## src/vlcp_pkg.sv

```systemverilog
`default_nettype none

package vlcp_pkg;

    // fixed field widths
    localparam int CODE_W = 32;
    localparam int LEN_W  = 6;
    localparam int BYTE_W = 8;

    // item kinds
    localparam logic [1:0] KIND_LOAD   = 2'd0;
    localparam logic [1:0] KIND_ENCODE = 2'd1;
    localparam logic [1:0] KIND_FLUSH  = 2'd2;

    // op queue between front and back
    localparam int QUEUE_DEPTH = 2;
    localparam int QUEUE_PTR_W = $clog2(QUEUE_DEPTH);
    localparam int QUEUE_CNT_W = $clog2(QUEUE_DEPTH + 1);

    // one op for the packing stage: code bits already masked to len
    typedef struct packed {
        logic              flush;
        logic [LEN_W-1:0]  len;
        logic [CODE_W-1:0] bits;
    } op_t;

    typedef struct packed {
        logic full;
        logic empty;
    } queue_status_t;

endpackage

`default_nettype wire

```

## src/vlcp_queue.sv

```systemverilog
`default_nettype none

module vlcp_queue (
    input  wire logic                    clk,
    input  wire logic                    rst_n,
    input  wire logic                    push,
    input  wire vlcp_pkg::op_t           push_op,
    input  wire logic                    pop,
    output vlcp_pkg::op_t                head,
    output vlcp_pkg::queue_status_t      q_status
);

    vlcp_pkg::op_t entry_reg [vlcp_pkg::QUEUE_DEPTH];

    logic [vlcp_pkg::QUEUE_PTR_W-1:0] wr_ptr_reg, wr_ptr_next;
    logic [vlcp_pkg::QUEUE_PTR_W-1:0] rd_ptr_reg, rd_ptr_next;
    logic [vlcp_pkg::QUEUE_CNT_W-1:0] cnt_reg, cnt_next;

    logic do_push;
    logic do_pop;

    assign q_status.full  = (cnt_reg == vlcp_pkg::QUEUE_CNT_W'(vlcp_pkg::QUEUE_DEPTH));
    assign q_status.empty = (cnt_reg == '0);
    assign do_push        = push && !q_status.full;
    assign do_pop         = pop && !q_status.empty;
    assign head           = entry_reg[rd_ptr_reg];

    always_comb
    begin
        wr_ptr_next = wr_ptr_reg;
        rd_ptr_next = rd_ptr_reg;
        cnt_next    = cnt_reg;
        if (do_push)
        begin
            wr_ptr_next = (wr_ptr_reg == vlcp_pkg::QUEUE_PTR_W'(vlcp_pkg::QUEUE_DEPTH - 1))
                          ? '0 : wr_ptr_reg + 1'b1;
        end
        if (do_pop)
        begin
            rd_ptr_next = (rd_ptr_reg == vlcp_pkg::QUEUE_PTR_W'(vlcp_pkg::QUEUE_DEPTH - 1))
                          ? '0 : rd_ptr_reg + 1'b1;
        end
        if (do_push && !do_pop)
        begin
            cnt_next = cnt_reg + 1'b1;
        end
        else if (do_pop && !do_push)
        begin
            cnt_next = cnt_reg - 1'b1;
        end
    end

    always_ff @(posedge clk or negedge rst_n)
    begin
        if (!rst_n)
        begin
            wr_ptr_reg <= '0;
            rd_ptr_reg <= '0;
            cnt_reg    <= '0;
        end
        else
        begin
            wr_ptr_reg <= wr_ptr_next;
            rd_ptr_reg <= rd_ptr_next;
            cnt_reg    <= cnt_next;
        end
    end

    always_ff @(posedge clk)
    begin
        if (do_push)
        begin
            entry_reg[wr_ptr_reg] <= push_op;
        end
    end

endmodule

`default_nettype wire

```

## config.mk

```make
export PLATFORM = sky130hd
export DESIGN_NAME = vlcp_queue
export DESIGN_NICKNAME = d
export VERILOG_FILES = /design/src/vlcp_pkg.sv /design/src/vlcp_queue.sv
export SDC_FILE = /design/constraint.sdc
export NUM_CORES = 1
export LEC_CHECK = 0
export BUFFER_PORTS_ARGS = -buffer_cell sky130_fd_sc_hd__buf_2
export CELL_PAD_IN_SITES_DETAIL_PLACEMENT = 1
export CELL_PAD_IN_SITES_GLOBAL_PLACEMENT = 1
export CORE_UTILIZATION = 25
export CTS_CLUSTER_DIAMETER = 200
export DETAILED_ROUTE_END_ITERATION = 10
export PLACE_DENSITY_LB_ADDON = 0.1
export SLEW_MARGIN = 20
export SYNTH_ARGS = -nofsm -noshare
export SYNTH_HDL_FRONTEND = slang
export SYNTH_SLANG_ARGS = --single-unit
```

## constraint.sdc

```tcl
create_clock -name clk -period 3.3 [get_ports clk]
set_clock_uncertainty 0.1 [all_clocks]
set_input_delay 0.66 -clock clk [delete_from_list [all_inputs] [get_ports clk]]
set_output_delay 0.66 -clock clk [all_outputs]
set_load 0.02 [all_outputs]
```

Word level (Yosys, flattened, before mapping)
Memory sizes are Yosys's and may differ from the RTL's.
Index checks and enable logic that the tools add are counted.
{"block": "classes", "eq_ne": 1, "addsub": 4, "n_mux": 6, "reduce_logical": 10}
{"op": "$logic_and A1 B1 Y1", "n": 4}
{"op": "$logic_not A1 Y1", "n": 4}
{"op": "$mux W1", "n": 4}
{"op": "$mux W2", "n": 2}
{"op": "$add A1 B1 Y1 const B", "n": 2}
{"op": "$add A2 B1 Y2 const B", "n": 1}
{"op": "$eq A2 B2 Y1 const B", "n": 1}
{"op": "$logic_not A2 Y1", "n": 1}
{"op": "$reduce_bool A2 Y1", "n": 1}
{"op": "$sub A2 B1 Y2 const B", "n": 1}
{"block": "totals", "ff_bits": 4, "mem_bits_rw": 78, "inputBits": 43, "output_inout_bits": 41, "word_cells": 25, "mem_count": 1}
{"name": "entry_reg", "depth": 2, "word_bits": 39, "read_ports": 1, "rd_ports_with_merged_regs": 0, "wr": 1, "line_no": "vlcp_queue.sv:13", "source": "vlcp_pkg::op_t entry_reg [vlcp_pkg::QUEUE_DEPTH];"}

Logic depth before layout (Yosys ltp)
Gate-level depths: netlist of run 1.
{"block": "logic_depth", "word_depth": 7, "ltp_mapped": 7, "ltp_nobuf": 7}

Worst setup path before layout of run 1
Ideal clock, no wire load.
{"block": "synth_path", "kind": "input to register", "start": "in push", "end": "mem entry_reg[0][0] (netlist bit), enable pin", "n_path_buf": 0, "t_required_ns": 2.765, "setup_ns": 0.435, "stages": 2, "t_arrival_ns": 2.392, "path_slack_ns": 0.372, "path_cell_list": "nand2_1 > nor2_1"}
{"block": "synth_via", "elab_chain_len": 3}
{"item": "start, declared", "line_no": "vlcp_queue.sv:6", "source": "input wire logic push,"}
{"item": "$logic_and A1 B1 Y1", "line_no": "vlcp_queue.sv:24", "source": "assign do_push = push && !q_status.full;"}
{"item": "$mux W1", "line_no": "vlcp_queue.sv:71", "source": "if (do_push)"}
{"item": "$mux W1 (not written as such)", "line_no": "vlcp_queue.sv:73", "source": "entry_reg[wr_ptr_reg] <= push_op;"}
{"item": "end, declared", "line_no": "vlcp_queue.sv:13"}
Every way passes these cells.

==> impl_results.md, run 1 <==
- Detailed placer's ending HPWL: 3830 um
- Final setup TNS: 0 ns
- R2R depth: 3
- Reg-to-reg critical path startpoint: cnt_reg[0]
- Setup bufs post-CTS: 0
- Worst path arrival time: 1.82 ns
- Die Y: about 110 um
- Total power: 0.00367 W
- CTS tree: built
- Resized Gates After CTS: 0
- Post-CTS Hold Buffers: 0
- Critical path capture point type: output port
- Total die area: 12500 sq um
- Worst-Skew Late Latency: 0.32 ns
- #FFs+latches synth: 82
- Psw: ~0.0012 W
- Fin. Hold Viols: 0
- Pre-antenna DRT Iters: 7
- Clock power share: 26.3%
- Final WL: between 5000 and 6000 um
- Root Buffer: clkbuf_16
- Slew HR: 59.6%
- Tot GR Track Use: 9.82%
- YS warnings: 0
- Vias post-DR: 1553
- Logic pwr share: 31.4%
- Layout cells sized above 1: about 60%
- Internal Power: 0.00249 W
- Worst hold path class: primary input to asynchronous set/reset pin
- Final period util: 78.3%
- Netlist cell types: 13
- Minimum clock period: 2.58 ns
- Syn Std Cell Area: 3010 sq um
- Post-synthesis cell count: 140
- GRT Residual Overflow: 0
- First-pass GRT wire length: 9000 um
- Die Wd: 112 um
- Commonest cells after routing, fill and taps aside: buf_2, edfxtp_1, mux2_2
- Fmax: 387 MHz
- WL/cell: 15.3 um
- Slew @ Worst Pin: just over 0.6 ns
- Sw frac: 32.1%
- I/O pin total: 84
- Post-synthesis sequential area ratio: 81.2%
- Failing checks: DRC
- Num CTS Buffers: 9
- Final count of negative-setup-slack endpoints: 0
- H-tree depth: 3
- Sequential Power Share: 42.3%
- Worst VDD drop: slightly above 0.0003 V
- CP Launch Type: flip-flop
- Status: finished with violations
- Rows: 39
- Pre-CTS setup slack: a little over 1 ns
- Core area: about 12000 sq um
- Initial Utilization: 26.0%
- Reg2reg end: entry_reg[1][37]
- RSZ-0062 raised after global routing: no
- Reg-to-reg slack, setup: approximately 1.4 ns
- Clk buf depth: 2
- Vias/cell: around 4
- Clock slew seen by the registers of the worst setup and hold paths: 0.06 ns
- Sink Count: 82
- PortBufs: 83
- PD cells: 936 nW/um^2
- Max Slew Vio Count: 0
- Syn_nets: 184
- Data required, critical path: around 2.5 ns
- Drt drc: 6
- Largest net degree at the start of global routing: 40
- Most common cell after layout, fill and taps aside: buf_2
- Post-Synthesis Mean Instance Area: 21.5 sq um
- Iter 0 DRT Violations: 41
- CP Max Fanout: 21
- N_diodes: 0
- Max_cap viols: 0
- CP Class: flip-flop to output port
- Final #Nets: 278
- Final worst slack: ~0.72 ns
- Leak: 1.48 nW
- Vias in the first global route: 1748
- P&R area growth vs syn: 30.3%
- Antenna violations before repair: 0
- Post-route ant nets: 0
- Routability cong.: 0.635
- Flip-flop count of the largest register after layout: 78
## worst max path at each step
stage,start,end,slack [ns]
2_1_floorplan,push,entry_reg[0][0],0.37
3_3_place_gp,rd_ptr_reg,head[26],0.99
3_5_place_dp,rd_ptr_reg,head[26],1.01
4_1_cts,rd_ptr_reg,head[26],0.65
5_1_grt,rd_ptr_reg,head[8],0.61
6_report,rd_ptr_reg,head[34],0.72
## Yosys cell counts, drive strengths merged
cell,count,area (sq um)
mux2,39,439
edfxtp,78,2340
dfrtp,4,100
and3,1,6.26
nand2,1,3.75
o21ai,1,5.00
buf,4,30.0
nand2b,1,6.26
xnor2,3,26.3
inv,2,7.51
ha,1,12.5
xor2,2,17.5
nor2,3,11.3
## final cells by class
type,instances,area [sq um]
clock buffers,10,229
clock inverters,6,65.1
fillers,1201,7650
inverters,2,7.51
multi-input cells,52,537
flip-flops and latches,82,2440
well taps,143,179
repair buffers,87,458
## through the flow
step	util [%]	area, sq um	hold slack [ns]	cells
after floorplan	-	3010	0.264	140
after global placement	31.3	3620	0.384	366
after detailed placement	31.3	3620	0.381	366
after CTS	33.9	3920	0.0259	382
after global routing	33.9	3920	0.0267	382
final	33.9	3920	0.0381	382
## layer usage
metal	vias up	track usage [%]	routed length (um)
li1	726	-	-
met1	780	11.6	2550
met2	45	16.2	2890
met3	2	4.30	375
met4	0	2.70	31
met5	-	0	0
## power groups by stage
stage | combinational [W] | clock, W | sequential [W]
5_1_grt | 0.00125 | 0.00104 | 0.00158
3_3_place_gp | 0.00119 | 0 | 0.00157
3_5_place_dp | 0.00119 | 0 | 0.00158
4_1_cts | 0.00120 | 0.00100 | 0.00156
2_1_floorplan | 0.000838 | 0 | 0.00151
6_report | 0.00115 | 0.000964 | 0.00155
## cell families (layout without fill, tap and decap cells)
group                      Yosys count  after routing  share of synthesized area [%]
DFF                                 82             82                           81.2
muxes                               39             39                           14.6
adders and majority gates            1              1                          0.416
buffers and inverters                6            105                           1.25
AOI/OAI and AO/OA                    1              1                          0.166
and+or+nand+nor                      6              6                          0.915
xor gates and xnor gates             5              5                           1.46
## worst max-delay path: stages, from the launching register on
cell and delay [ns]:
dfrtp_2 0.71, buf_12 0.25, mux2_2 0.36, buf_2 0.16
Note: power is estimated with default switching activity, not from simulation.
==> run 2: changes to the inputs <==
- clock period: 3.3 -> 2.7 ns (I/O delays scaled with it)
==> run 2 against run 1 <==
  * The flow still finishes with violations (DRC)
  * First-iteration DRC count up 22%
  * Cell count up 0.52%
  * Die area unchanged
  * Highest routed layer unchanged
==> impl_results.md, run 2 (synthesis results as in run 1) <==
- Vias in the first global route: 1741 (-0.40%)
- Critical path capture point type: output port
- PD cells: 1170 nW/um^2 (+25%)
- P&R area growth vs syn: 31.8%
- Slowest CP cell: mux2_2
- Worst-Skew Late Latency: 0.33 ns (about the same)
- Num CTS Buffers: 9 (unchanged)
- N_diodes: 0 (unchanged)
- H-tree depth: 3 (unchanged)
- Crit path cell chain: buf_4 -> mux2_2 -> buf_2
- Die Y: 112 um (unchanged)
- Final Core Density: 34.3% (+0.39 points)
- PortBufs: 83 (unchanged)
- Final worst slack: 0.489 ns (-0.228 ns)
- RSZ-0062 raised after global routing: no
- CP Max Fanout: 23 (+9.5%)
- Final setup TNS: 0 ns (unchanged)
- Resized Gates After CTS: 0 (unchanged)
- Drt drc: 5 (-1)
- Post-route ant nets: 0 (unchanged)
- Worst VDD drop: 0.000424 V (+38%)
- Die Wd: 112 um (unchanged)
- Post-CTS Hold Buffers: 1 (+1)
- CP Launch Type: flip-flop
- Pre-CTS setup slack: 0.807 ns (-0.200 ns)
- Data required, critical path: 2.06 ns (-0.48 ns)
- CTS tree: built
- Sink Count: 82 (unchanged)
- Root Buffer: clkbuf_16
- Fin. Hold Viols: 0 (unchanged)
- Slew @ Worst Pin: 0.568 ns (-0.0380 ns)
- Routability cong.: 0.616 (-2.9%)
- Layout cells sized above 1: 59.3% (-0.91 points)
- Commonest cells after routing, fill and taps aside: buf_2, edfxtp_1, mux2_2
- Leak: 1.50 nW (+1.3%)
- First-pass GRT wire length: 9290 um (+3.2%)
- Placed insts: 367 (+0.27%)
- Placed cell area: 3620 sq um (-0.14%)
- Slew HR: 62.1% (+2.5 points)
- Design area: 3960 sq um (+1.1%)
- Final period util: 81.9%
- Flip-flop count of the largest register after layout: 78 (unchanged)
- Final Non-Filler Cells: 384 (+0.52%)
- Max Slew Vio Count: 0 (unchanged)
- Clk buf depth: 2 (unchanged)
- Failing checks: DRC
- Final #Nets: 280 (+0.72%)
- Fmax: 452 MHz
- Worst path arrival time: 1.57 ns (-0.25 ns)
- Vias post-DR: 1574 (+1.4%)
- Vias/cell: 4.10 (+0.82%)
- Max_cap viols: 0 (unchanged)
- I/O pin total: 84 (unchanged)
- Detailed placer's ending HPWL: 3870 um (+0.97%)
- Antenna violations before repair: 0 (unchanged)
- Minimum clock period: ~2.2 ns
- Largest net degree at the start of global routing: 40 (unchanged)
- CP bufs+invs: 2 (unchanged)
- Status: finished with violations
- CP max stage delay: 0.40 ns (-0.31 ns)
- Total die area: 12500 sq um (unchanged)
- Clock slew seen by the registers of the worst setup and hold paths: 0.06 ns (about the same)
- Final count of negative-setup-slack endpoints: 0 (unchanged)
- Initial Utilization: 26.0% (unchanged)
- Setup bufs post-CTS: 0 (unchanged)
- Pre-antenna DRT Iters: 7 (unchanged)
- Rows: 39 (unchanged)
- Final WL: 5880 um (+0.51%)
- Iter 0 DRT Violations: 50 (+22%)
- Crit-path leading delay family: buffers and inverters
- Tot GR Track Use: 10.3% (+0.43 points)
- Core area: 11600 sq um (unchanged)
- CP Class: flip-flop to output port
- Worst hold path class: primary input to flip-flop
- Most common cell after layout, fill and taps aside: buf_2
- WL/cell: 15.3 um (about the same)
- GRT Residual Overflow: 0 (unchanged)
[run 2: changes by cell type in the layout (fill, tap and decap cells not counted), sizes merged]
cell / delta
bufinv: +2
buf: +1
clkinv: -1
dlygate4sd3: +1
inv: -1
[run 2: cell type report]
cell class / instances / area [sq um]
inverters: 2 / 7.51
clock buffers: 10 / 229
multi-input cells: 52 / 537
clock inverters: 6 / 105
repair buffers: 89 / 463
fillers: 1191 / 7600
well taps: 143 / 179
flip-flops and latches: 82 / 2440
[run 2: path summary, 6_finish.rpt]
kind                        startpoint               end  slack [ns]  cells after the start
setup / recovery            rd_ptr_reg          head[33]        0.49                      3
hold / removal             push_op[18]  entry_reg[1][18]        0.29                      1
setup reg to reg            cnt_reg[0]   entry_reg[0][4]        0.89                      4
hold reg to reg             wr_ptr_reg        wr_ptr_reg        0.44                      1
max in group asynchronous        rst_n        rd_ptr_reg        1.92                      2
min in group asynchronous        rst_n        wr_ptr_reg        0.44                      2
[run 2: layer usage]
layer | track usage (%) | part of all wire (%) | up-vias
met3 | 2.61 | 5.3 | 9
li1 | - | - | 738
met2 | 16.1 | 50 | 47
met4 | 7.57 | 2.6 | 0
met1 | 12.2 | 42 | 780
met5 | 0 | 0 | -
[run 2: metrics by stage]
| step | hold WS (ns) | total power [W] |
|---|---|---|
| 5_1_grt | 0.282 | 0.00490 |
| 6_report | 0.293 | 0.00465 |
| 4_1_cts | 0.279 | 0.00476 |
| 2_1_floorplan | 0.144 | 0.00286 |
| 3_5_place_dp | 0.258 | 0.00337 |
| 3_3_place_gp | 0.259 | 0.00336 |
[run 2: power by group]
group          leakage (nW)  switching [W]  internal, W
sequential            0.770      0.0000812      0.00175
combinational         0.567       0.000888     0.000574
clock                 0.158       0.000460     0.000897
[run 2: worst reg2reg max path: cells and delay by family, from the launching register on]
kind	cells	cell delay [ns]
AND/OR/NAND/NOR	3	0.41
flip-flops	1	0.43
buffers and inverters	1	0.48
