### src/vlcp_pkg.sv
`default_nettype none

package vlcp_pkg;

    // fixed field widths
    localparam int CODE_W = 32;
    localparam int LEN_W  = 6;
    localparam int BYTE_W = 8;

    // item kinds
    localparam logic [1:0] KIND_LOAD   = 2'd0;
    localparam logic [1:0] KIND_ENCODE = 2'd1;
    localparam logic [1:0] KIND_FLUSH  = 2'd2;

    // op queue between front and back
    localparam int QUEUE_DEPTH = 2;
    localparam int QUEUE_PTR_W = $clog2(QUEUE_DEPTH);
    localparam int QUEUE_CNT_W = $clog2(QUEUE_DEPTH + 1);

    // one op for the packing stage: code bits already masked to len
    typedef struct packed {
        logic              flush;
        logic [LEN_W-1:0]  len;
        logic [CODE_W-1:0] bits;
    } op_t;

    typedef struct packed {
        logic full;
        logic empty;
    } queue_status_t;

endpackage

`default_nettype wire

### src/vlcp_if.sv
`default_nettype none


interface vlcp_out_if;
    logic       valid;
    logic       ready;
    logic [7:0] out_byte;
    logic       last;

    modport source (output valid, output out_byte, output last, input ready);
    modport sink   (input valid, input out_byte, input last, output ready);
endinterface

`default_nettype wire

### src/vlcp_back.sv
`default_nettype none

module vlcp_back #(
    parameter int MAX_CODE_BITS = 32
) (
    input  wire logic                    clk,
    input  wire logic                    rst_n,
    input  wire vlcp_pkg::op_t           head,
    input  wire vlcp_pkg::queue_status_t q_status,
    output logic                         pop,
    vlcp_out_if.source                   out_ch
);

    localparam int CAP = (MAX_CODE_BITS < 32) ? MAX_CODE_BITS : 32;
    localparam int W   = CAP + 7;
    localparam int CW  = $clog2(W + 1);

    logic [W-1:0]  work_reg, work_next;
    logic [CW-1:0] cnt_reg, cnt_next;
    logic          out_valid_reg, out_valid_next;
    logic [7:0]    out_byte_reg, out_byte_next;
    logic          out_last_reg, out_last_next;

    logic          out_free;
    logic          emit_enc;
    logic [CW-1:0] rem_cnt;
    logic [W-1:0]  rem_mask;
    logic [W-1:0]  enc_shift;
    logic [CW-1:0] eff_cnt;
    logic [W-1:0]  eff_bits;
    logic          idle;
    logic [7:0]    flush_byte;

    always_comb
    begin
        out_free  = !out_valid_reg || out_ch.ready;
        rem_cnt   = cnt_reg - CW'(8);
        enc_shift = work_reg >> rem_cnt;
        rem_mask  = ~({W{1'b1}} << rem_cnt);
        emit_enc  = (cnt_reg >= CW'(8)) && out_free;
        eff_cnt   = emit_enc ? rem_cnt : cnt_reg;
        eff_bits  = emit_enc ? (work_reg & rem_mask) : work_reg;
        idle      = eff_cnt < CW'(8);
        // left-justify the pending bits, zero padding below
        flush_byte = 8'(16'(eff_bits[6:0]) << (4'd8 - {1'b0, eff_cnt[2:0]}));

        work_next      = eff_bits;
        cnt_next       = eff_cnt;
        pop            = 1'b0;
        out_valid_next = out_valid_reg && !out_ch.ready;
        out_byte_next  = out_byte_reg;
        out_last_next  = out_last_reg;

        if (emit_enc)
        begin
            out_valid_next = 1'b1;
            out_byte_next  = enc_shift[7:0];
            // fewer than eight bits left after this byte: item is done
            out_last_next  = ({1'b0, cnt_reg} < (CW + 1)'(16));
        end

        if (idle && !q_status.empty)
        begin
            if (!head.flush)
            begin
                pop       = 1'b1;
                work_next = (W'(eff_bits[6:0]) << head.len) | W'(head.bits[CAP-1:0]);
                cnt_next  = eff_cnt + CW'(head.len);
            end
            else if (!emit_enc && ((eff_cnt == '0) || out_free))
            begin
                pop       = 1'b1;
                work_next = '0;
                cnt_next  = '0;
                if (eff_cnt != '0)
                begin
                    out_valid_next = 1'b1;
                    out_byte_next  = flush_byte;
                    out_last_next  = 1'b1;
                end
            end
        end
    end

    always_ff @(posedge clk or negedge rst_n)
    begin
        if (!rst_n)
        begin
            work_reg      <= '0;
            cnt_reg       <= '0;
            out_valid_reg <= 1'b0;
        end
        else
        begin
            work_reg      <= work_next;
            cnt_reg       <= cnt_next;
            out_valid_reg <= out_valid_next;
        end
    end

    always_ff @(posedge clk)
    begin
        out_byte_reg <= out_byte_next;
        out_last_reg <= out_last_next;
    end

    assign out_ch.valid    = out_valid_reg;
    assign out_ch.out_byte = out_byte_reg;
    assign out_ch.last     = out_last_reg;

endmodule

`default_nettype wire

### src/flat_wrapper.sv
// flat-port wrapper written by rule: the top's interface ports become plain ports
module vlcp_back_flat 
#(
    parameter int MAX_CODE_BITS = 32
)
  (clk, rst_n, head, q_status, pop, out_ch_valid, out_ch_out_byte, out_ch_last, out_ch_ready);
  vlcp_out_if out_ch_i ();
  input  wire logic clk;
  input  wire logic rst_n;
  input  wire vlcp_pkg::op_t head;
  input  wire vlcp_pkg::queue_status_t q_status;
  output logic pop;
  output wire logic [$bits(out_ch_i.valid)-1:0] out_ch_valid;
  output wire logic [$bits(out_ch_i.out_byte)-1:0] out_ch_out_byte;
  output wire logic [$bits(out_ch_i.last)-1:0] out_ch_last;
  input wire logic [$bits(out_ch_i.ready)-1:0] out_ch_ready;
  assign out_ch_valid = out_ch_i.valid;
  assign out_ch_out_byte = out_ch_i.out_byte;
  assign out_ch_last = out_ch_i.last;
  assign out_ch_i.ready = out_ch_ready;
  vlcp_back #(.MAX_CODE_BITS(MAX_CODE_BITS)) u_core (.clk(clk), .rst_n(rst_n), .head(head), .q_status(q_status), .pop(pop), .out_ch(out_ch_i));
endmodule
### config.mk
export PLATFORM = sky130hd
export DESIGN_NAME = vlcp_back_flat
export DESIGN_NICKNAME = d
export VERILOG_FILES = /design/src/vlcp_pkg.sv /design/src/vlcp_if.sv /design/src/vlcp_back.sv /design/src/flat_wrapper.sv
export SDC_FILE = /design/constraint.sdc
export NUM_CORES = 1
export LEC_CHECK = 0
export BUFFER_PORTS_ARGS = -buffer_cell sky130_fd_sc_hd__buf_2
export CAP_MARGIN = 5
export CORE_MARGIN = 2
export CORE_UTILIZATION = 30
export DETAILED_ROUTE_END_ITERATION = 8
export GPL_TIMING_DRIVEN = 1
export SETUP_SLACK_MARGIN = 0.4
export SKIP_CTS_REPAIR_TIMING = 1
export SLEW_MARGIN = 10
export SYNTH_ARGS = -nofsm -noshare
export SYNTH_HDL_FRONTEND = slang
export SYNTH_SLANG_ARGS = --single-unit
### constraint.sdc
create_clock -name clk -period 5.4 [get_ports clk]
set_input_delay 0.27 -clock clk [delete_from_list [all_inputs] [get_ports clk]]
set_output_delay 0.27 -clock clk [all_outputs]
set_load 0.005 [all_outputs]
# Yosys cells after proc, flatten, opt, wreduce, memory -nomap -nowiden
# Index checks and enable logic that the tools add are counted.
# Widths: inputs -> output; s select.
dict set report totals {
  input_bits 44
  wordCells 56
  ff_bits 55
}
dict set report op_classes {
  bitwise_logic 3
  muxes 26
  n_shift 4
  add_sub_neg 3
  n_reduce_logical 12
  n_lt_le_gt_ge 3
}
# operator count
set op_table {}
lappend op_table {{$mux 39} 4}
lappend op_table {{$mux 8} 5}
lappend op_table {{$and 39x39->39} 1}
lappend op_table {{$not 39->39} 1}
lappend op_table {{$or 39x32->39} 1}
lappend op_table {{$shl 39x6->39 const A} 1}
lappend op_table {{$shl 7x6->39} 1}
lappend op_table {{$shr 39x6->8} 1}
lappend op_table {{$mux 6} 4}
lappend op_table {{$mux 1} 13}
lappend op_table {{$shl 7x4->8} 1}
lappend op_table {{$add 6x6->6} 1}
lappend op_table {{$ge 6x4->1 const B} 1}
lappend op_table {{$logic_not 6->1} 1}
lappend op_table {{$lt 6x4->1 const B} 1}
lappend op_table {{$lt 6x5->1 const B} 1}
lappend op_table {{$reduce_bool 6->1} 1}
lappend op_table {{$sub 6x4->6 const B} 1}
lappend op_table {{$logic_and 1x1->1} 4}
lappend op_table {{$logic_not 1->1} 4}
lappend op_table {{$sub 4x3->4 const A} 1}
lappend op_table {{$logic_or 1x1->1} 2}

# Logic depth before layout (Yosys ltp)
# Gate-level depths: netlist of the first run.
dict set report logic_depth {
  depth_word 10
  mapped_depth 14
  depth_no_buf 12
}

# Least setup slack after synthesis of the first run
# OpenSTA, ideal clock, no wires.
dict set report synth_timing {
  kind {register to register}
  from {register u_core.cnt_reg[3]}
  to {register u_core.work_reg[16]}
  synth_period_minus_slack_ns 2.936
  slack_ns 2.464
  path_stages_with_launch 12
  arrival_ns 2.807
  required_ns 5.271
  cell_sequence {dfrtp_1 > buf_2 > inv_2 > ha_1 > inv_1 > ha_1 > nand3b_1 > o41ai_2 > mux4_2 > o22ai_1 > a221oi_1 > o21ai_0}
}
dict set report synth_via {
  elab_chain_cells 9
  word_cells_on_any_way 19
}
# element line
set synth_rtl {}
lappend synth_rtl {{start, declared} vlcp_back.sv:19} ;# logic [CW-1:0] cnt_reg, cnt_next;
lappend synth_rtl {{start signal, assigned} vlcp_back.sv:96} ;# cnt_reg <= cnt_next;
lappend synth_rtl {{$sub 6x4->6 or $ge 6x4->1 (tied branches)} {vlcp_back.sv:37, vlcp_back.sv:40}}
lappend synth_rtl {{$shl 39x6->39 or $logic_and 1x1->1 (tied branches)} {vlcp_back.sv:39, vlcp_back.sv:40}}
lappend synth_rtl {{$not 39->39 or $mux 6 (tied branches)} {vlcp_back.sv:39, vlcp_back.sv:41}}
lappend synth_rtl {{$and 39x39->39 or $logic_not 6->1 (tied branches)} {vlcp_back.sv:42, vlcp_back.sv:70}}
lappend synth_rtl {{$mux 39 or $logic_or 1x1->1 (tied branches)} {vlcp_back.sv:42, vlcp_back.sv:70}}
lappend synth_rtl {{$shl 7x6->39 or $logic_and 1x1->1 (tied branches)} {vlcp_back.sv:67, vlcp_back.sv:70}}
lappend synth_rtl {{$or 39x32->39 or $mux 39 (tied branches)} {vlcp_back.sv:67, vlcp_back.sv:70}}
lappend synth_rtl {{$mux 39} vlcp_back.sv:64} ;# if (!head.flush)
lappend synth_rtl {{$mux 39 (*)} vlcp_back.sv:62} ;# if (idle && !q_status.empty)
lappend synth_rtl {{via u_core.work_next[16]} vlcp_back.sv:18} ;# logic [W-1:0] work_reg, work_next;
lappend synth_rtl {{end signal, assigned} vlcp_back.sv:95} ;# work_reg <= work_next;
lappend synth_rtl {{end, declared} vlcp_back.sv:18}
# The timed path passes the listed nets; every way through them passes the cells marked *.

# Worst setup path after layout of the first run
dict set report layout_timing {
  from {register u_core.cnt_reg[3]}
  to {register u_core.work_reg[28]}
}
# The elaborated chain is that of the path after synthesis.

==> impl_results.md, run 1 <==
* Status: finished clean
* Synthesis-to-finish area growth at 11.6%
* Setup-violating endpoint count in the final report at 0
* HPWL after detailed placement at 15.3 mm
* First-pass GRT wire length at 31.7 mm
* Post-synth design cell area at 5430 um2
* Number of distinct library cells after synthesis at 73
* Overflow after GRT at 0
* Row count at 49
* Clock tree from TritonCTS: done
* Highest Clock Rate at 282 MHz
* RR Endpoint: u_core.work_reg[28]$_DFF_PN0_
* Setup crit start: u_core.cnt_reg[3]$_DFF_PN0_
* Dpl cells at 872
* Final Hold Vio Count at 0
* Final Skew at 0.00918 ns
* Fin. max-slew vios at 0
* Worst path setup slack after routing at 1.85 ns
* Diodes inserted at 0
* List of cells traversed by the critical path: inv_2, ha_1, inv_1, ha_1, buf_4, nand3b_1, o41ai_2, mux4_2, o22ai_1, a21oi_1, o21ai_0
* Clock sink count at 55
* Master of the slowest instance on the critical path: sky130_fd_sc_hd__o41ai_2
* Kind of launch point of the worst setup path: flop
* Maximum number of pins on one net before global-route repair at 50
* Post-synthesis sequential element count at 55
* Share of cells above drive strength 1 at 21.5%
* Crit path top cell by count: sky130_fd_sc_hd__ha_1
* Largest vdd supply drop at 0.224 mV
* WP buf/inv at 3
* Share of flip-flops with an asynchronous set or reset at 83.6%
* Number of global-route vias before repair at 5309
* Antenna violations before repair at 0
* Layout fillers at 1849
* DRC at 0
* GR Util All Layers at 21.1%
* Worst skew pair latency at 0.32 ns
* Number of flops mapped to enable cells by yosys at 0
* Area of combinational cells with multiple inputs at 3790 um2
* Vias per Instance at 6.28
* Required time at the endpoint of the critical path at 5.59 ns
* Final cell area excluding filler cells at 6060 um2
* Antenna-violating nets left at 0
* WP data arrival at 3.74 ns
* Warnings, synthesis at 0
* Crit. path cell count at 11
* Highest cell delay on the worst timing path at 0.70 ns
* I/O Buffers at 53
* Total number of vias at 5522
* Number of iterations in the first detailed-routing pass at 5
* Maximum net fanout on the critical path at 12
* Number of nets in the synthesized netlist at 676
* Area after detailed placement at 5900 um2
* Predominant post-synthesis flop cell: sky130_fd_sc_hd__dfrtp_1
* Width of the die at 138 um
* Wire length per cell after detailed routing at 23.1 um
* Cell count after synthesis at 618
* Static leakage at 2.35 nW
* Max-Cap Viols at 0
* Hold Path Class: primary input to asynchronous set/reset pin
* Die height at 138 um
* PD cells at 598 nW/um2
* WL met1 at 8.73 mm
* Core region area at 17800 um2
* Final critical delay including setup and external delays at 3.55 ns
* Clock-pin transition on the worst setup and hold timing paths at 0.08 ns
* Worst-case clock buffer depth at 2
* Total negative slack at 0 ns
* Worst R2R Setup Slack at 1.85 ns
* Depth of the worst register-to-register path at 11
* Fin cells at 879
* Launching point of the worst reg2reg path: u_core.cnt_reg[3]$_DFF_PN0_
* Most frequent standard cell in the layout excluding fill and tap cells: sky130_fd_sc_hd__nand2_1
* Setup repair after global routing missed its margin: false
* Setup WS pre-CTS at 2.01 ns
* Hold WS at 0.0430 ns
* Number of buffers created by CTS at 5
* Top Family by Delay on Critical Path: compound AO/OA/AOI/OAI gates
* Weighted congestion at the end of routability-driven global placement at 0.912
* Rel. slew slack at 33.7%
* Type of the setup path with the least slack: flop to flop
* H-tree level count at 2
* Final nets at 708
* Met3 layer wire length in the routed design at 1.67 mm
* Area enclosed by the die boundary at 19200 um2
* Part of the Yosys area used for sequential elements at 24.5%
* Commonest cells after routing, fill and taps aside: sky130_fd_sc_hd__nand2_1, sky130_fd_sc_hd__buf_2, sky130_fd_sc_hd__dfrtp_1
* Number of flip-flops under the largest register name at 35
* Detailed route wirelength on metal2 at 9.35 mm
* Sequential cell area in the final layout at 1330 um2
* I/O pin count at 55
* Part of the cycle the worst path needs at 65.7%
* Clock tree root driver cell: sky130_fd_sc_hd__clkbuf_16
* Routed wire length at 20.3 mm
* Starting Density at 30.4%
* Top routing layer in use: met4
* Transition time at the pin with the least slew margin at 0.990 ns
* Mean instance size in the synthesized netlist at 8.78 um2
* Worst setup path endpoint: u_core.work_reg[28]$_DFF_PN0_
* Type of destination of the critical path: flop
* Number of violations reported at the end of detailed-routing iteration 0 at 650
[metrics by stage]
stage | util (%) | power, W
final | 33.9 | 0.00362
after global routing | 33.9 | 0.00386
after CTS | 33.9 | 0.00357
after detailed placement | 33.1 | 0.00318
after global placement | 33.1 | 0.00317
after floorplan | - | 0.00249
[power by group]
part           leakage [nW]  total (W)  switching (W)  internal (W)
clock network        0.0769   0.000382       0.000165      0.000217
logic                  1.60    0.00251        0.00153      0.000986
registers             0.679   0.000728       0.000178      0.000550
total                  2.35    0.00362        0.00187       0.00175
[per-layer routing]
| layer | global-route usage (%) | vias to the layer above |
|---|---|---|
| met4 | 7.36 | 0 |
| met2 | 32.9 | 308 |
| li1 | - | 2487 |
| met3 | 3.67 | 41 |
| met5 | 0 | - |
| met1 | 29.6 | 2686 |
[logic make-up (layout without fill, tap and decap cells)]
family / after synthesis / after routing / share of synthesized area, %
xor gates and xnor gates: 5 / 5 / 0.807
buffers and inverters: 68 / 100 / 5.65
AOI/OAI and AO/OA: 207 / 207 / 27.0
DFF: 55 / 55 / 24.5
muxes: 80 / 80 / 22.2
adders and majority gates: 14 / 14 / 3.37
and+or+nand+nor: 189 / 189 / 16.5
[Yosys cell counts (all sizes together), types with 5 or more instances]
cell / n / area share, %
nor3: 18 / 1.8
a21oi: 37 / 3.4
nand2b: 5 / 0.58
mux4: 31 / 13
mux2i: 37 / 6.8
a21o: 8 / 1.1
a31oi: 10 / 1.2
nand2: 69 / 4.8
a32oi: 17 / 2.7
o31ai: 13 / 1.8
dfxtp: 9 / 3.3
buf: 30 / 3.0
nand3b: 5 / 0.69
nand3: 27 / 2.5
o211ai: 8 / 1.1
mux2: 12 / 2.5
nand4: 6 / 0.69
inv: 18 / 1.2
o22ai: 19 / 2.2
o21ai: 45 / 4.2
clkbuf: 17 / 1.2
dfrtp: 46 / 21
and2: 6 / 0.69
nor2: 34 / 2.4
ha: 13 / 3.0
o311ai: 6 / 0.97
[how the worst min path moves through the flow]
stage                                                to  slack, ns  depth (start not counted)
after global placement    u_core.work_reg[25]$_DFF_PN0_       0.41                          2
after CTS                 u_core.work_reg[25]$_DFF_PN0_       0.08                          2
after floorplan              asynchronous set/reset pin      -0.03                          0
final                     u_core.work_reg[26]$_DFF_PN0_       0.04                          2
after global routing      u_core.work_reg[26]$_DFF_PN0_       0.09                          2
after detailed placement  u_core.work_reg[25]$_DFF_PN0_       0.42                          2
[layout make-up]
type,instances,share of cell area (%)
tap,229,4.73
multi-input combinational,495,62.6
clock buffer,6,2.13
timing repair buffer,72,6.74
sequential,55,22.0
clock inverter,1,0.496
inverter,21,1.30
[worst register-to-register path: stages (launching register included)]
cell                       delay, ns
sky130_fd_sc_hd__dfrtp_1        0.39
sky130_fd_sc_hd__inv_2          0.21
sky130_fd_sc_hd__ha_1           0.19
sky130_fd_sc_hd__inv_1          0.04
sky130_fd_sc_hd__ha_1           0.26
sky130_fd_sc_hd__buf_4          0.20
sky130_fd_sc_hd__nand3b_1       0.31
sky130_fd_sc_hd__o41ai_2        0.70
sky130_fd_sc_hd__mux4_2         0.42
sky130_fd_sc_hd__o22ai_1        0.19
sky130_fd_sc_hd__a21oi_1        0.37
sky130_fd_sc_hd__o21ai_0        0.13
Power figures use the tool's default switching activity.
==> inputs of run 2 (changes only) <==
==> constraint.sdc (replaced) <==
create_clock -name clk -period 3.6 [get_ports clk]
set_input_delay 0.18 -clock clk [delete_from_list [all_inputs] [get_ports clk]]
set_output_delay 0.18 -clock clk [all_outputs]
set_load 0.005 [all_outputs]
==> impl_results.md, run 2 (same netlist as run 1, synthesis figures left out) <==
* Status: complete, but fails checks
* Failing checks: hold timing
* Highest cell delay on the worst timing path at 0.39 ns
* Number of buffers created by CTS at 5
* DRC at 0
* Final Hold Vio Count at 46
* Setup-violating endpoint count in the final report at 0
* Fin. max-slew vios at 0
* Synthesis-to-finish area growth at 14.3%
* H-tree level count at 2
* Weighted congestion at the end of routability-driven global placement at 0.944
* Required time at the endpoint of the critical path at 3.82 ns
* Starting Density at 30.4%
* Worst-case clock buffer depth at 2
* Total number of vias at 5576
* Vias per Instance at 6.27
* Most frequent standard cell in the layout excluding fill and tap cells: sky130_fd_sc_hd__nand2_1
* Antenna violations before repair at 0
* Master of the slowest instance on the critical path: sky130_fd_sc_hd__dfrtp_1
* Core region area at 17800 um2
* Hold WS at -0.0508 ns
* Final cell area excluding filler cells at 6200 um2
* Routed wire length at 20.4 mm
* Maximum number of pins on one net before global-route repair at 48
* List of cells traversed by the critical path: inv_2, ha_1, inv_1, ha_1, buf_4, clkinvlp_4, a41o_1, mux2_2, mux2i_2, mux2i_2, o31ai_1
* Clock sink count at 55
* Clock-pin transition on the worst setup and hold timing paths at 0.08 ns
* Number of violations reported at the end of detailed-routing iteration 0 at 615
* Final Skew at 0.00779 ns
* Share of cells above drive strength 1 at 23.9%
* Area enclosed by the die boundary at 19200 um2
* Largest vdd supply drop at 0.387 mV
* Area after detailed placement at 5970 um2
* Setup repair after global routing missed its margin: true
* Rel. slew slack at 51.1%
* Width of the die at 138 um
* Type of the setup path with the least slack: flop to flop
* Depth of the worst register-to-register path at 11
* Clock tree root driver cell: sky130_fd_sc_hd__clkbuf_16
* Antenna-violating nets left at 0
* Static leakage at 2.41 nW
* GR Util All Layers at 20.9%
* Kind of launch point of the worst setup path: flop
* Number of global-route vias before repair at 5205
* HPWL after detailed placement at 15.6 mm
* Launching point of the worst reg2reg path: u_core.cnt_reg[3]$_DFF_PN0_
* First-pass GRT wire length at 31.3 mm
* I/O Buffers at 53
* Maximum net fanout on the critical path at 10
* Final critical delay including setup and external delays at 3.04 ns
* PD cells at 894 nW/um2
* Diodes inserted at 0
* WP data arrival at 3.26 ns
* Row count at 49
* Wire length per cell after detailed routing at 22.9 um
* Type of destination of the critical path: flop
* Max-Cap Viols at 0
* Hold Path Class: primary input to asynchronous set/reset pin
* Final nets at 718
* I/O pin count at 55
* Transition time at the pin with the least slew margin at 0.731 ns
* Total negative slack at 0 ns
* Total power at 0.00554 W
* Part of the cycle the worst path needs at 84.5%
* Layout fillers at 1845
* Number of iterations in the first detailed-routing pass at 5
* Commonest cells after routing, fill and taps aside: sky130_fd_sc_hd__nand2_1, sky130_fd_sc_hd__buf_2, sky130_fd_sc_hd__dfrtp_1
* Number of flip-flops under the largest register name at 35
* Die height at 138 um
* Worst skew pair latency at 0.32 ns
* Clock tree from TritonCTS: done
* Overflow after GRT at 0
* Worst R2R Setup Slack at 0.56 ns
* Highest Clock Rate at 329 MHz
[run 2: worst max-delay path by stage]
| stage | start | to | slack [ns] | cells after the start |
|---|---|---|---|---|
| after global routing | u_core.cnt_reg[3]$_DFF_PN0_ | flop | 0.38 | 11 |
| after detailed placement | u_core.cnt_reg[3]$_DFF_PN0_ | flop | 0.44 | 11 |
| final | u_core.cnt_reg[3]$_DFF_PN0_ | flop | 0.56 | 11 |
| after CTS | u_core.cnt_reg[3]$_DFF_PN0_ | flop | 0.42 | 11 |
| after floorplan | u_core.cnt_reg[3]$_DFF_PN0_ | u_core.work_reg[16]$_DFF_PN0_ | 0.66 | 11 |
| after global placement | u_core.cnt_reg[3]$_DFF_PN0_ | u_core.work_reg[14]$_DFF_PN0_ | 0.51 | 11 |
[run 2: area by class of cell]
type / instances / area [um2] / area share, %
Clock buffer: 6 / 139 / 2.24
Clock inverter: 2 / 38.8 / 0.626
Inverter: 21 / 82.6 / 1.33
Multi-Input combinational cell: 495 / 3810 / 61.5
Sequential cell: 55 / 1330 / 21.5
Tap cell: 229 / 287 / 4.62
Timing Repair Buffer: 82 / 508 / 8.19
[run 2: layer usage]
metal / wire length [um] / track usage [%]
met5: 0 / 0
met4: 590 / 7.20
met3: 1840 / 3.60
met2: 9200 / 32.2
met1: 8790 / 29.8
[run 2: through the flow]
stage               instances  setup WS, ns  utilization (%)
floorplan                 618         0.664                -
global placement          880         0.513             33.5
detailed placement        880         0.437             33.5
CTS                       888         0.418             34.5
global route              890         0.379             34.8
finish                    890         0.560             34.8
[run 2: worst max-delay path: cells and delay by family, from the launching register on]
| family | cells | cell delay [ns] |
|---|---|---|
| mux | 3 | 0.80 |
| compound gates | 2 | 0.61 |
| buf+inv | 4 | 0.67 |
| flops | 1 | 0.39 |
| fa+ha+maj | 2 | 0.47 |
[run 2: report_power, final]
part	leakage, nW	switching, W	internal [W]	total, W
sequential	0.679	0.000320	0.000824	0.00114
clock	0.0875	0.000256	0.000351	0.000606
combinational	1.65	0.00226	0.00154	0.00379
total	2.41	0.00283	0.00271	0.00554
